==> config.mk <==
export PLATFORM = sky130hd
export DESIGN_NAME = signed_golomb_decoder_core_flat
export DESIGN_NICKNAME = d
export VERILOG_FILES = /design/src/hdl/sgd_pkg.sv /design/src/hdl/sgd_bit_if.sv /design/src/hdl/sgd_result_if.sv /design/src/hdl/sgd_parser.sv /design/src/hdl/sgd_value_unit.sv /design/src/hdl/sgd_out_fifo.sv /design/src/hdl/signed_golomb_decoder_core.sv /design/src/flat_wrapper.sv
export VERILOG_INCLUDE_DIRS = /design/src /design/src/hdl
export SDC_FILE = /design/constraint.sdc
export NUM_CORES = 1
export LEC_CHECK = 0
export BUFFER_PORTS_ARGS = -buffer_cell sky130_fd_sc_hd__buf_2
export CAP_MARGIN = 20
export CORE_UTILIZATION = 25
export DETAILED_ROUTE_END_ITERATION = 8
export PLACE_DENSITY = 0.45
export SETUP_SLACK_MARGIN = 0.3
export SYNTH_ARGS = -nofsm -noshare
export SYNTH_HDL_FRONTEND = slang
export SYNTH_SLANG_ARGS = --single-unit
==> constraint.sdc <==
create_clock -name clk -period 6.1 [get_ports clk]
set_input_delay 0.305 -clock clk [delete_from_list [all_inputs] [get_ports clk]]
set_output_delay 0.305 -clock clk [all_outputs]
set_load 0.1 [all_outputs]
==> src/hdl/signed_golomb_decoder_core_macros.svh <==
// Assertion macros for the signed Golomb decoder.
// Each expects clk and arst_n in the scope of use.
`ifndef SIGNED_GOLOMB_DECODER_CORE_MACROS_SVH
`define SIGNED_GOLOMB_DECODER_CORE_MACROS_SVH

// Condition that holds at every clock edge out of reset.
`define SGD_ASSERT_ALWAYS(lbl, cond) \
	lbl: assert property (@(posedge clk) disable iff (!arst_n) (cond)) \
		else $error("sgd assertion failed: invariant");

// Same-cycle implication.
`define SGD_ASSERT_IMPL(lbl, ante, cons) \
	lbl: assert property (@(posedge clk) disable iff (!arst_n) (ante) |-> (cons)) \
		else $error("sgd assertion failed: implication");

// Next-cycle implication.
`define SGD_ASSERT_NEXT(lbl, ante, cons) \
	lbl: assert property (@(posedge clk) disable iff (!arst_n) (ante) |=> (cons)) \
		else $error("sgd assertion failed: next-cycle implication");

`endif

==> src/hdl/sgd_pkg.sv <==
// Package for the signed Golomb decoder: parse phases, widths, defaults.
// No dependencies; used by the result interface, parser, value unit and top level.
`timescale 1ns / 1ps
`default_nettype none
package sgd_pkg;

	localparam int DIV_REG_W         = 16;
	localparam int VALUE_W           = 33;
	localparam int DIVISOR_BITS_DFLT = 16;
	localparam int QUOTIENT_BITS_DFLT = 16;
	localparam int OUT_DEPTH         = 4;
	localparam logic [DIV_REG_W-1:0] DIVISOR_RST = 16'd4;

	typedef enum logic [1:0] {
		PH_SIGN,
		PH_UNARY,
		PH_REM,
		PH_EXTRA
	} sgd_phase_t;

endpackage
`default_nettype wire

==> src/hdl/sgd_bit_if.sv <==
// Valid/ready channel carrying one coded bit per request.
// Depends on nothing.
`timescale 1ns / 1ps
`default_nettype none
interface sgd_bit_if;
	logic valid;
	logic ready;
	logic code_bit;

	modport source (output valid, output code_bit, input ready);
	modport sink (input valid, input code_bit, output ready);
endinterface
`default_nettype wire

==> src/hdl/sgd_result_if.sv <==
// Valid/ready channel carrying one decoded value per request.
// Depends on sgd_pkg for the value width.
`timescale 1ns / 1ps
`default_nettype none
interface sgd_result_if;
	logic                                valid;
	logic                                ready;
	logic signed [sgd_pkg::VALUE_W-1:0]  value;
	logic                                overflow;

	modport source (output valid, output value, output overflow, input ready);
	modport sink (input valid, input value, input overflow, output ready);
endinterface
`default_nettype wire

==> src/hdl/sgd_parser.sv <==
// Codeword parser: sign, unary quotient and remainder state machine.
// Hands a completed codeword to the value unit; depends on sgd_pkg.
`timescale 1ns / 1ps
`default_nettype none
module sgd_parser #(
	parameter int MW = 16,
	parameter int QB = 16
) (
	input  wire logic                 clk,
	input  wire logic                 arst_n,
	input  wire logic                 accept,
	input  wire logic                 code_bit,
	input  wire logic [MW-1:0]        divisor,
	output logic                      emit,
	output logic                      emit_v_s1,
	output logic                      sign_s1,
	output logic                      ovf_s1,
	output logic [QB-1:0]             q_s1,
	output logic [MW-1:0]             m_s1,
	output logic signed [MW:0]        r_s1
);
	import sgd_pkg::*;

	localparam int BL_W = $clog2(MW);

	sgd_phase_t       phase_q, phase_d;
	logic             sign_q, sign_d;
	logic             ovf_q, ovf_d;
	logic [QB-1:0]    q_q, q_d;
	logic [MW-1:0]    acc_q, acc_d;
	logic [BL_W-1:0]  bl_q, bl_d;

	logic [MW-1:0]    m_eff;
	logic [BL_W-1:0]  fl;
	logic             pow2;
	logic [MW:0]      pw;
	logic [MW:0]      off;
	logic [MW-1:0]    acc_n;
	logic [MW:0]      fr;
	logic             rem_fits;
	logic [MW:0]      r_em;

	// zero divisor behaves as one
	assign m_eff = (divisor == '0) ? MW'(1) : divisor;
	assign pow2  = ((m_eff & (m_eff - MW'(1))) == '0);

	always_comb begin
		fl = '0;
		for (int i = 1; i < MW; i++) begin
			if (m_eff[i]) begin
				fl = BL_W'(i);
			end
		end
	end

	// offset of truncated binary: 2^(floor_log2+1) - m
	assign pw       = {1'b1, {MW{1'b0}}} >> (BL_W'(MW - 1) - fl);
	assign off      = pw - {1'b0, m_eff};
	assign acc_n    = {acc_q[MW-2:0], code_bit};
	assign fr       = {acc_q, code_bit};
	assign rem_fits = pow2 || ({1'b0, acc_n} < off);

	// next state
	always_comb begin
		phase_d = phase_q;
		sign_d  = sign_q;
		ovf_d   = ovf_q;
		q_d     = q_q;
		acc_d   = acc_q;
		bl_d    = bl_q;
		if (accept) begin
			case (phase_q)
				PH_SIGN: begin
					sign_d  = code_bit;
					ovf_d   = 1'b0;
					q_d     = '0;
					acc_d   = '0;
					bl_d    = '0;
					phase_d = PH_UNARY;
				end
				PH_UNARY: begin
					if (!code_bit) begin
						if (q_q == '1) begin
							ovf_d = 1'b1;
						end else begin
							q_d = q_q + QB'(1);
						end
					end else begin
						acc_d   = '0;
						bl_d    = fl;
						phase_d = (fl == '0) ? PH_SIGN : PH_REM;
					end
				end
				PH_REM: begin
					acc_d = acc_n;
					bl_d  = bl_q - BL_W'(1);
					if (bl_q == BL_W'(1)) begin
						phase_d = rem_fits ? PH_SIGN : PH_EXTRA;
					end
				end
				PH_EXTRA: begin
					phase_d = PH_SIGN;
				end
				default: begin
					phase_d = PH_SIGN;
				end
			endcase
		end
	end

	// outputs
	always_comb begin
		emit = 1'b0;
		r_em = '0;
		if (accept) begin
			case (phase_q)
				PH_UNARY: begin
					emit = code_bit && (fl == '0);
				end
				PH_REM: begin
					emit = (bl_q == BL_W'(1)) && rem_fits;
					r_em = {1'b0, acc_n};
				end
				PH_EXTRA: begin
					emit = 1'b1;
					r_em = fr - off;
				end
				default: begin
					emit = 1'b0;
				end
			endcase
		end
	end

	always_ff @(posedge clk or negedge arst_n) begin
		if (!arst_n) begin
			phase_q   <= PH_SIGN;
			sign_q    <= 1'b0;
			ovf_q     <= 1'b0;
			q_q       <= '0;
			acc_q     <= '0;
			bl_q      <= '0;
			emit_v_s1 <= 1'b0;
		end else begin
			phase_q   <= phase_d;
			sign_q    <= sign_d;
			ovf_q     <= ovf_d;
			q_q       <= q_d;
			acc_q     <= acc_d;
			bl_q      <= bl_d;
			emit_v_s1 <= emit;
		end
	end

	always_ff @(posedge clk) begin
		if (emit) begin
			sign_s1 <= sign_q;
			ovf_s1  <= ovf_q;
			q_s1    <= q_q;
			m_s1    <= m_eff;
			r_s1    <= r_em;
		end
	end

endmodule
`default_nettype wire

==> src/hdl/sgd_value_unit.sv <==
// Value unit: quotient times divisor, then remainder add and sign.
// Registers the product behind the parser, then adds and signs; depends on sgd_pkg.
`timescale 1ns / 1ps
`default_nettype none
module sgd_value_unit #(
	parameter int MW = 16,
	parameter int QB = 16
) (
	input  wire logic                          clk,
	input  wire logic                          arst_n,
	input  wire logic                          v_s1,
	input  wire logic                          sign_s1,
	input  wire logic                          ovf_s1,
	input  wire logic [QB-1:0]                 q_s1,
	input  wire logic [MW-1:0]                 m_s1,
	input  wire logic signed [MW:0]            r_s1,
	output logic                               push,
	output logic [sgd_pkg::VALUE_W:0]          push_data
);
	import sgd_pkg::*;

	localparam int PW = QB + MW;

	logic                v_s2;
	logic                sign_s2;
	logic                ovf_s2;
	logic [PW-1:0]       prod_s2;
	logic signed [MW:0]  r_s2;

	logic [VALUE_W+PW-1:0] prod_ext;
	logic [VALUE_W-1:0]    mag;
	logic [VALUE_W-1:0]    val;

	always_ff @(posedge clk or negedge arst_n) begin
		if (!arst_n) begin
			v_s2 <= 1'b0;
		end else begin
			v_s2 <= v_s1;
		end
	end

	always_ff @(posedge clk) begin
		if (v_s1) begin
			prod_s2 <= PW'(q_s1) * PW'(m_s1);
			r_s2    <= r_s1;
			sign_s2 <= sign_s1;
			ovf_s2  <= ovf_s1;
		end
	end

	// everything wraps modulo 2^VALUE_W; the remainder may be negative
	assign prod_ext  = {{VALUE_W{1'b0}}, prod_s2};
	assign mag       = prod_ext[VALUE_W-1:0]
	                 + {{(VALUE_W - MW - 1){r_s2[MW]}}, r_s2};
	assign val       = sign_s2 ? (VALUE_W'(0) - mag) : mag;
	assign push      = v_s2;
	assign push_data = {val, ovf_s2};

endmodule
`default_nettype wire

==> src/hdl/sgd_out_fifo.sv <==
// Small register FIFO holding finished results until the sink takes them.
// Generic width and depth; no package dependency.
`timescale 1ns / 1ps
`default_nettype none
module sgd_out_fifo #(
	parameter int W     = 34,
	parameter int DEPTH = 4
) (
	input  wire logic          clk,
	input  wire logic          arst_n,
	input  wire logic          push,
	input  wire logic [W-1:0]  push_data,
	input  wire logic          pop,
	output logic               valid,
	output logic [W-1:0]       data
);
	localparam int PTR_W = (DEPTH > 1) ? $clog2(DEPTH) : 1;
	localparam int CNT_W = $clog2(DEPTH + 1);

	logic [W-1:0]     mem_q [DEPTH];
	logic [PTR_W-1:0] wr_q;
	logic [PTR_W-1:0] rd_q;
	logic [CNT_W-1:0] cnt_q;
	logic             do_pop;

	assign valid  = (cnt_q != '0);
	assign data   = mem_q[rd_q];
	assign do_pop = pop && valid;

	always_ff @(posedge clk) begin
		if (push) begin
			mem_q[wr_q] <= push_data;
		end
	end

	always_ff @(posedge clk or negedge arst_n) begin
		if (!arst_n) begin
			wr_q  <= '0;
			rd_q  <= '0;
			cnt_q <= '0;
		end else begin
			if (push) begin
				wr_q <= (wr_q == PTR_W'(DEPTH - 1)) ? '0 : wr_q + PTR_W'(1);
			end
			if (do_pop) begin
				rd_q <= (rd_q == PTR_W'(DEPTH - 1)) ? '0 : rd_q + PTR_W'(1);
			end
			case ({push, do_pop})
				2'b10:   cnt_q <= cnt_q + CNT_W'(1);
				2'b01:   cnt_q <= cnt_q - CNT_W'(1);
				default: cnt_q <= cnt_q;
			endcase
		end
	end

endmodule
`default_nettype wire

==> src/hdl/signed_golomb_decoder_core.sv <==
// Signed Golomb decoder: one coded bit in per request, one signed value out
// per codeword (sign bit, unary quotient, plain or truncated-binary remainder).
//
// Channels: bit_in takes a code bit when valid and ready are both high;
// result gives value (33-bit two's complement) and overflow the same way.
// divisor_we writes divisor_wdata into the divisor register (reset value 4);
// write it between codewords.
// Throughput: one bit per cycle while bit_in.ready is high. Each bit
// updates the registered parser state; the value path behind it (multiplier
// stage, then add and negate) is pipelined, so bits keep flowing.
// A result passes the parser's s1 registers, the value unit's s2 registers and
// the output queue before it is offered on result.
// Up to four results may wait in the output queue. When the sink stalls and
// four results are pending, bit_in.ready drops until one is taken.
// Reset (arst_n low) returns the parser to the sign bit, empties the queue
// and sets the divisor to 4.
`timescale 1ns / 1ps
`default_nettype none
`include "signed_golomb_decoder_core_macros.svh"
module signed_golomb_decoder_core #(
	parameter int DIVISOR_BITS  = sgd_pkg::DIVISOR_BITS_DFLT,
	parameter int QUOTIENT_BITS = sgd_pkg::QUOTIENT_BITS_DFLT
) (
	input  wire logic                            clk,
	input  wire logic                            arst_n,
	input  wire logic                            divisor_we,
	input  wire logic [sgd_pkg::DIV_REG_W-1:0]   divisor_wdata,
	sgd_bit_if.sink                              bit_in,
	sgd_result_if.source                         result
);
	import sgd_pkg::*;

	localparam int MW    = (DIVISOR_BITS < DIV_REG_W) ? DIVISOR_BITS : DIV_REG_W;
	localparam int CNT_W = $clog2(OUT_DEPTH + 1);

	logic [DIV_REG_W-1:0] divisor_q;
	logic [CNT_W-1:0]     cnt_q;
	logic                 accept;
	logic                 emit;
	logic                 res_fire;

	logic                 v_s1;
	logic                 sign_s1;
	logic                 ovf_s1;
	logic [QUOTIENT_BITS-1:0] q_s1;
	logic [MW-1:0]        m_s1;
	logic signed [MW:0]   r_s1;

	logic                 push;
	logic [VALUE_W:0]     push_data;
	logic                 q_valid;
	logic [VALUE_W:0]     q_data;

	always_ff @(posedge clk or negedge arst_n) begin
		if (!arst_n) begin
			divisor_q <= DIVISOR_RST;
		end else if (divisor_we) begin
			divisor_q <= divisor_wdata;
		end
	end

	// pending results, from the emitting bit until the sink takes them
	assign bit_in.ready = (cnt_q < CNT_W'(OUT_DEPTH));
	assign accept       = bit_in.valid && bit_in.ready;
	assign res_fire     = result.valid && result.ready;

	always_ff @(posedge clk or negedge arst_n) begin
		if (!arst_n) begin
			cnt_q <= '0;
		end else begin
			case ({emit, res_fire})
				2'b10:   cnt_q <= cnt_q + CNT_W'(1);
				2'b01:   cnt_q <= cnt_q - CNT_W'(1);
				default: cnt_q <= cnt_q;
			endcase
		end
	end

	sgd_parser #(
		.MW (MW),
		.QB (QUOTIENT_BITS)
	) u_parser (
		.clk       (clk),
		.arst_n    (arst_n),
		.accept    (accept),
		.code_bit  (bit_in.code_bit),
		.divisor   (divisor_q[MW-1:0]),
		.emit      (emit),
		.emit_v_s1 (v_s1),
		.sign_s1   (sign_s1),
		.ovf_s1    (ovf_s1),
		.q_s1      (q_s1),
		.m_s1      (m_s1),
		.r_s1      (r_s1)
	);

	sgd_value_unit #(
		.MW (MW),
		.QB (QUOTIENT_BITS)
	) u_value (
		.clk       (clk),
		.arst_n    (arst_n),
		.v_s1      (v_s1),
		.sign_s1   (sign_s1),
		.ovf_s1    (ovf_s1),
		.q_s1      (q_s1),
		.m_s1      (m_s1),
		.r_s1      (r_s1),
		.push      (push),
		.push_data (push_data)
	);

	sgd_out_fifo #(
		.W     (VALUE_W + 1),
		.DEPTH (OUT_DEPTH)
	) u_fifo (
		.clk       (clk),
		.arst_n    (arst_n),
		.push      (push),
		.push_data (push_data),
		.pop       (result.ready),
		.valid     (q_valid),
		.data      (q_data)
	);

	assign result.valid    = q_valid;
	assign result.value    = q_data[VALUE_W:1];
	assign result.overflow = q_data[0];

	`SGD_ASSERT_ALWAYS(a_pending_bound, cnt_q <= CNT_W'(OUT_DEPTH))
	`SGD_ASSERT_IMPL(a_emit_needs_accept, emit, accept)
	`SGD_ASSERT_IMPL(a_result_is_pending, result.valid, cnt_q != '0)
	`SGD_ASSERT_NEXT(a_emit_counted, emit && !res_fire, cnt_q != '0)

endmodule
`default_nettype wire
==> src/flat_wrapper.sv <==
// flat-port wrapper written by rule: the top's interface ports become plain ports
module signed_golomb_decoder_core_flat import sgd_pkg::*;
#(
	parameter int DIVISOR_BITS  = sgd_pkg::DIVISOR_BITS_DFLT,
	parameter int QUOTIENT_BITS = sgd_pkg::QUOTIENT_BITS_DFLT
)
  (clk, arst_n, divisor_we, divisor_wdata, bit_in_valid, bit_in_code_bit, bit_in_ready, result_valid, result_value, result_overflow, result_ready);
  sgd_bit_if bit_in_i ();
  sgd_result_if result_i ();
  input  wire logic clk;
  input  wire logic arst_n;
  input  wire logic divisor_we;
  input  wire logic [sgd_pkg::DIV_REG_W-1:0] divisor_wdata;
  input wire logic [$bits(bit_in_i.valid)-1:0] bit_in_valid;
  input wire logic [$bits(bit_in_i.code_bit)-1:0] bit_in_code_bit;
  output wire logic [$bits(bit_in_i.ready)-1:0] bit_in_ready;
  output wire logic [$bits(result_i.valid)-1:0] result_valid;
  output wire logic [$bits(result_i.value)-1:0] result_value;
  output wire logic [$bits(result_i.overflow)-1:0] result_overflow;
  input wire logic [$bits(result_i.ready)-1:0] result_ready;
  assign bit_in_i.valid = bit_in_valid;
  assign bit_in_i.code_bit = bit_in_code_bit;
  assign bit_in_ready = bit_in_i.ready;
  assign result_valid = result_i.valid;
  assign result_value = result_i.value;
  assign result_overflow = result_i.overflow;
  assign result_i.ready = result_ready;
  signed_golomb_decoder_core #(.DIVISOR_BITS(DIVISOR_BITS), .QUOTIENT_BITS(QUOTIENT_BITS)) u_core (.clk(clk), .arst_n(arst_n), .divisor_we(divisor_we), .divisor_wdata(divisor_wdata), .bit_in(bit_in_i), .result(result_i));
endmodule
==> impl_metrics.env <==
export IMPL_dieArea_sq_mm=0.0982
export IMPL_route_detailed_drc=0
export IMPL_dieWidth_um=313
export IMPL_synth_largest_area_cell="edfxtp_1"
export IMPL_drt_pre_antenna_iters=5
export IMPL_syn_cell_area_sq_mm=0.0242
export IMPL_crit_path_top_delay_cell="fa_1"
export IMPL_path_common_cell="fa_1"
export IMPL_h_tree_depth=2
export IMPL_holdWs_ps=70.6
export IMPL_critPathLaunchType="register"
export IMPL_ys_top_cells_by_area="edfxtp_1, fa_1, ha_1"
export IMPL_syn_avg_cell_area_sq_um=10.7
export IMPL_final_antenna_net_count=0
export IMPL_hold_class="primary input to asynchronous set/reset pin"
export IMPL_synth_flop_cell="edfxtp_1"
export IMPL_setup_viol=0
export IMPL_synth_edf_count=238
export IMPL_cp_required_ps=6400
export IMPL_path_delay_family="adder cells"
export IMPL_grt_max_degree=66
export IMPL_cp_data_arrival_time_ps=6280
export IMPL_skew_ps=30.3
export IMPL_overflow=0
export IMPL_yosysUniqueCellTypes=86
export IMPL_status="complete, no violations"
export IMPL_maxCapViolCount=0
export IMPL_end_kind="register"
export IMPL_vias_per_cell=4.49
export IMPL_cp_max_fo=6
export IMPL_drt_iter0_drc=967
export IMPL_ys_seq_elements=306
export IMPL_antenna_found_initial=0
export IMPL_worstReg2RegStart="u_core.u_parser.m_s1[1]$_DFFE_PP_"
export IMPL_rows=113
export IMPL_cts_path_max_buffers=3
export IMPL_min_period_over_period_pct=97.9
export IMPL_path_cells="buf_4, nand2_2, fa_1, inv_1, fa_1, inv_2, fa_1, fa_1, inv_2, fa_1, inv_1, fa_1, inv_1, ha_2, or3_4, a31oi_4, o21a_1, o21ai_2, o31a_1, a221o_1, a21oi_2, xnor2_1"
export IMPL_place_hpwl_mm=46.9
export IMPL_numCtsBuffers=35
export IMPL_synth_commonest_cells="inv_1, nand2_1, edfxtp_1"
export IMPL_rsz0062_at_grt="true"
export IMPL_netlist_instances=2272
export IMPL_core_sq_mm=0.0954
export IMPL_route_met2_wl_mm=27.6
export IMPL_drv_slew=0
export IMPL_slowest_delay_ps=540
export IMPL_wirelength_mm=60.3
export IMPL_dieHeight_um=313
export IMPL_synthArstFlopShare_pct=22.2
export IMPL_worstSkewPairLatency_ps=570
export IMPL_root_buffer="clkbuf_16"
export IMPL_wl_per_cell_um=16.0
export IMPL_synth_top_area_share_pct=29.5
export IMPL_crit_start="u_core.u_parser.m_s1[1]$_DFFE_PP_"
export IMPL_crit_type="register to register"
export IMPL_clock_fmax_mhz=167
export IMPL_io_buffers=57
export IMPL_routabilityCongestion=0.826
export IMPL_fill_cells=9844
export IMPL_hold_viol=0
export IMPL_grt_usage_pct=12.3
export IMPL_start_util_pct=25.4
export IMPL_area_delta_synth_final_pct=19.4
export IMPL_layout_drive_gt1_share_pct=17.7
export IMPL_grt_first_pass_wirelength_mm=96.6
export IMPL_relSlewSlack_pct=33.0
export IMPL_period_minus_slack_ps=5970
export IMPL_seq_area_frac_synth_pct=36.5
export IMPL_nets=2883
export IMPL_grt_pass1_vias=17300
export IMPL_path_clk_slew_ps=60
export IMPL_synth_nets=2675
export IMPL_fin_util_pct=30.3
export IMPL_route_met3_wl_mm=2.10
export IMPL_finalSetupTns_ps=0
export IMPL_worst_path_buf_inv=6
export IMPL_clock_sinks=306
export IMPL_io_pins=58
export IMPL_synth_most_common_cell="inv_1"
export IMPL_vias=16900
export IMPL_wl_met1_mm=29.8
export IMPL_maxUsedRoutingLayer="met4"
export IMPL_diodes=0
export IMPL_yosysWarnings=0
export IMPL_max_slew_worst_pin_slew_ps=1000
export IMPL_cts_tree="done"
metrics by stage:
stage	instance area [sq um]	setup slack (ps)	cells
detailed placement	26800	-39.0	3638
floorplan	24300	300	2272
global route	28900	-49.8	3771
finish	28900	129	3771
global placement	26800	57.3	3638
CTS	28500	134	3742
cells in the final DEF, fill, tap and decap left out, types with 9 or more instances in the layout:
cell,Yosys,routed
xor2_1,50,48
o21ai_1,5,14
nor4_1,12,11
inv_2,0,10
edfxtp_1,238,238
nand2b_1,13,13
o31ai_1,11,11
dfrtp_1,67,65
or3_1,13,12
mux4_2,34,34
nand3_1,35,34
buf_6,1,9
nand2_1,273,269
nor3_1,36,32
o21a_1,19,19
ha_1,182,169
a21oi_2,1,12
dlygate4sd3_1,0,17
and3_1,16,15
buf_2,3,56
nor2b_1,13,13
fa_1,199,196
o21ai_0,112,99
a21oi_1,92,80
nor2_1,78,76
a21o_1,38,38
and2_1,136,131
inv_1,286,276
a31oi_1,12,9
xnor2_1,74,72
o21bai_1,11,11
nand4_1,14,14
buf_4,1,166
clkbuf_16,0,35
layout make-up:
class                           count  area [sq um]  share of cell area, %
Clock buffer                       42           922                   3.19
Clock inverter                     21           193                  0.666
Inverter                          286          1070                   3.71
Multi-Input combinational cell   1595         14300                   49.6
Sequential cell                   306          8850                   30.6
Tap cell                         1265          1580                   5.47
Timing Repair Buffer              256          1950                   6.75
state kept, by name, indices dropped and copies added (netlist names), 2 cells and up:
register and flops:
u_core.u_fifo.mem_q 136, u_core.u_parser.q_s1 16, u_core.u_parser.m_s1 16, u_core.u_parser.r_s1 17
u_core.u_parser.phase_q 2, u_core.u_fifo.rd_q 2, u_core.cnt_q 3, u_core.u_parser.acc_q 16
u_core.u_parser.bl_q 4, u_core.u_value.prod_s2 32, u_core.u_parser.q_q 16, u_core.divisor_q 16
u_core.u_fifo.cnt_q 3, u_core.u_fifo.wr_q 2, u_core.u_value.r_s2 17
metal layers:
metal	vias up	GRT usage, %
li1	8175	-
met4	0	2.53
met2	294	19.8
met5	-	0
met3	60	1.66
met1	8385	17.6
final timing paths:
| path | slack [ps] | to | cells after the start |
|---|---|---|---|
| worst max-delay path | 130 | u_core.u_value.prod_s2[28]$_DFFE_PP_ | 22 |
| worst min-delay path | 70 | u_core.cnt_q[1]$_DFFE_PN0P_ | 2 |
| worst max register to register | 130 | u_core.u_value.prod_s2[28]$_DFFE_PP_ | 22 |
| worst min register to register | 420 | u_core.u_value.r_s2[3]$_DFFE_PP_ | 0 |
| max in group asynchronous | 4900 | u_core.u_fifo.rd_q[0]$_DFFE_PN0P_ | 3 |
| min in group clk | 130 | u_core.u_parser.acc_q[0]$_DFFE_PN0P_ | 3 |
logic make-up after synthesis:
group	after synthesis	synth area share, %
AOI/OAI and AO/OA	389	10.5
xor gates and xnor gates	126	4.64
adders and majority gates	381	25.8
and+or+nand+nor	661	13.3
DFF	306	36.5
buffers and inverters	371	5.81
muxes	38	3.34
timing repair:
item,CTS,global route
pin swaps,38,41
resized for setup,42,58
gates cloned,0,0
buffers inserted,24,27
hold buffers,17,0
setup endpoints to repair,13,70
endpoints found under the hold margin,19,0
Power is not shown: default switching activity piles up to over one toggle a cycle in this logic, so the estimate is an artifact.
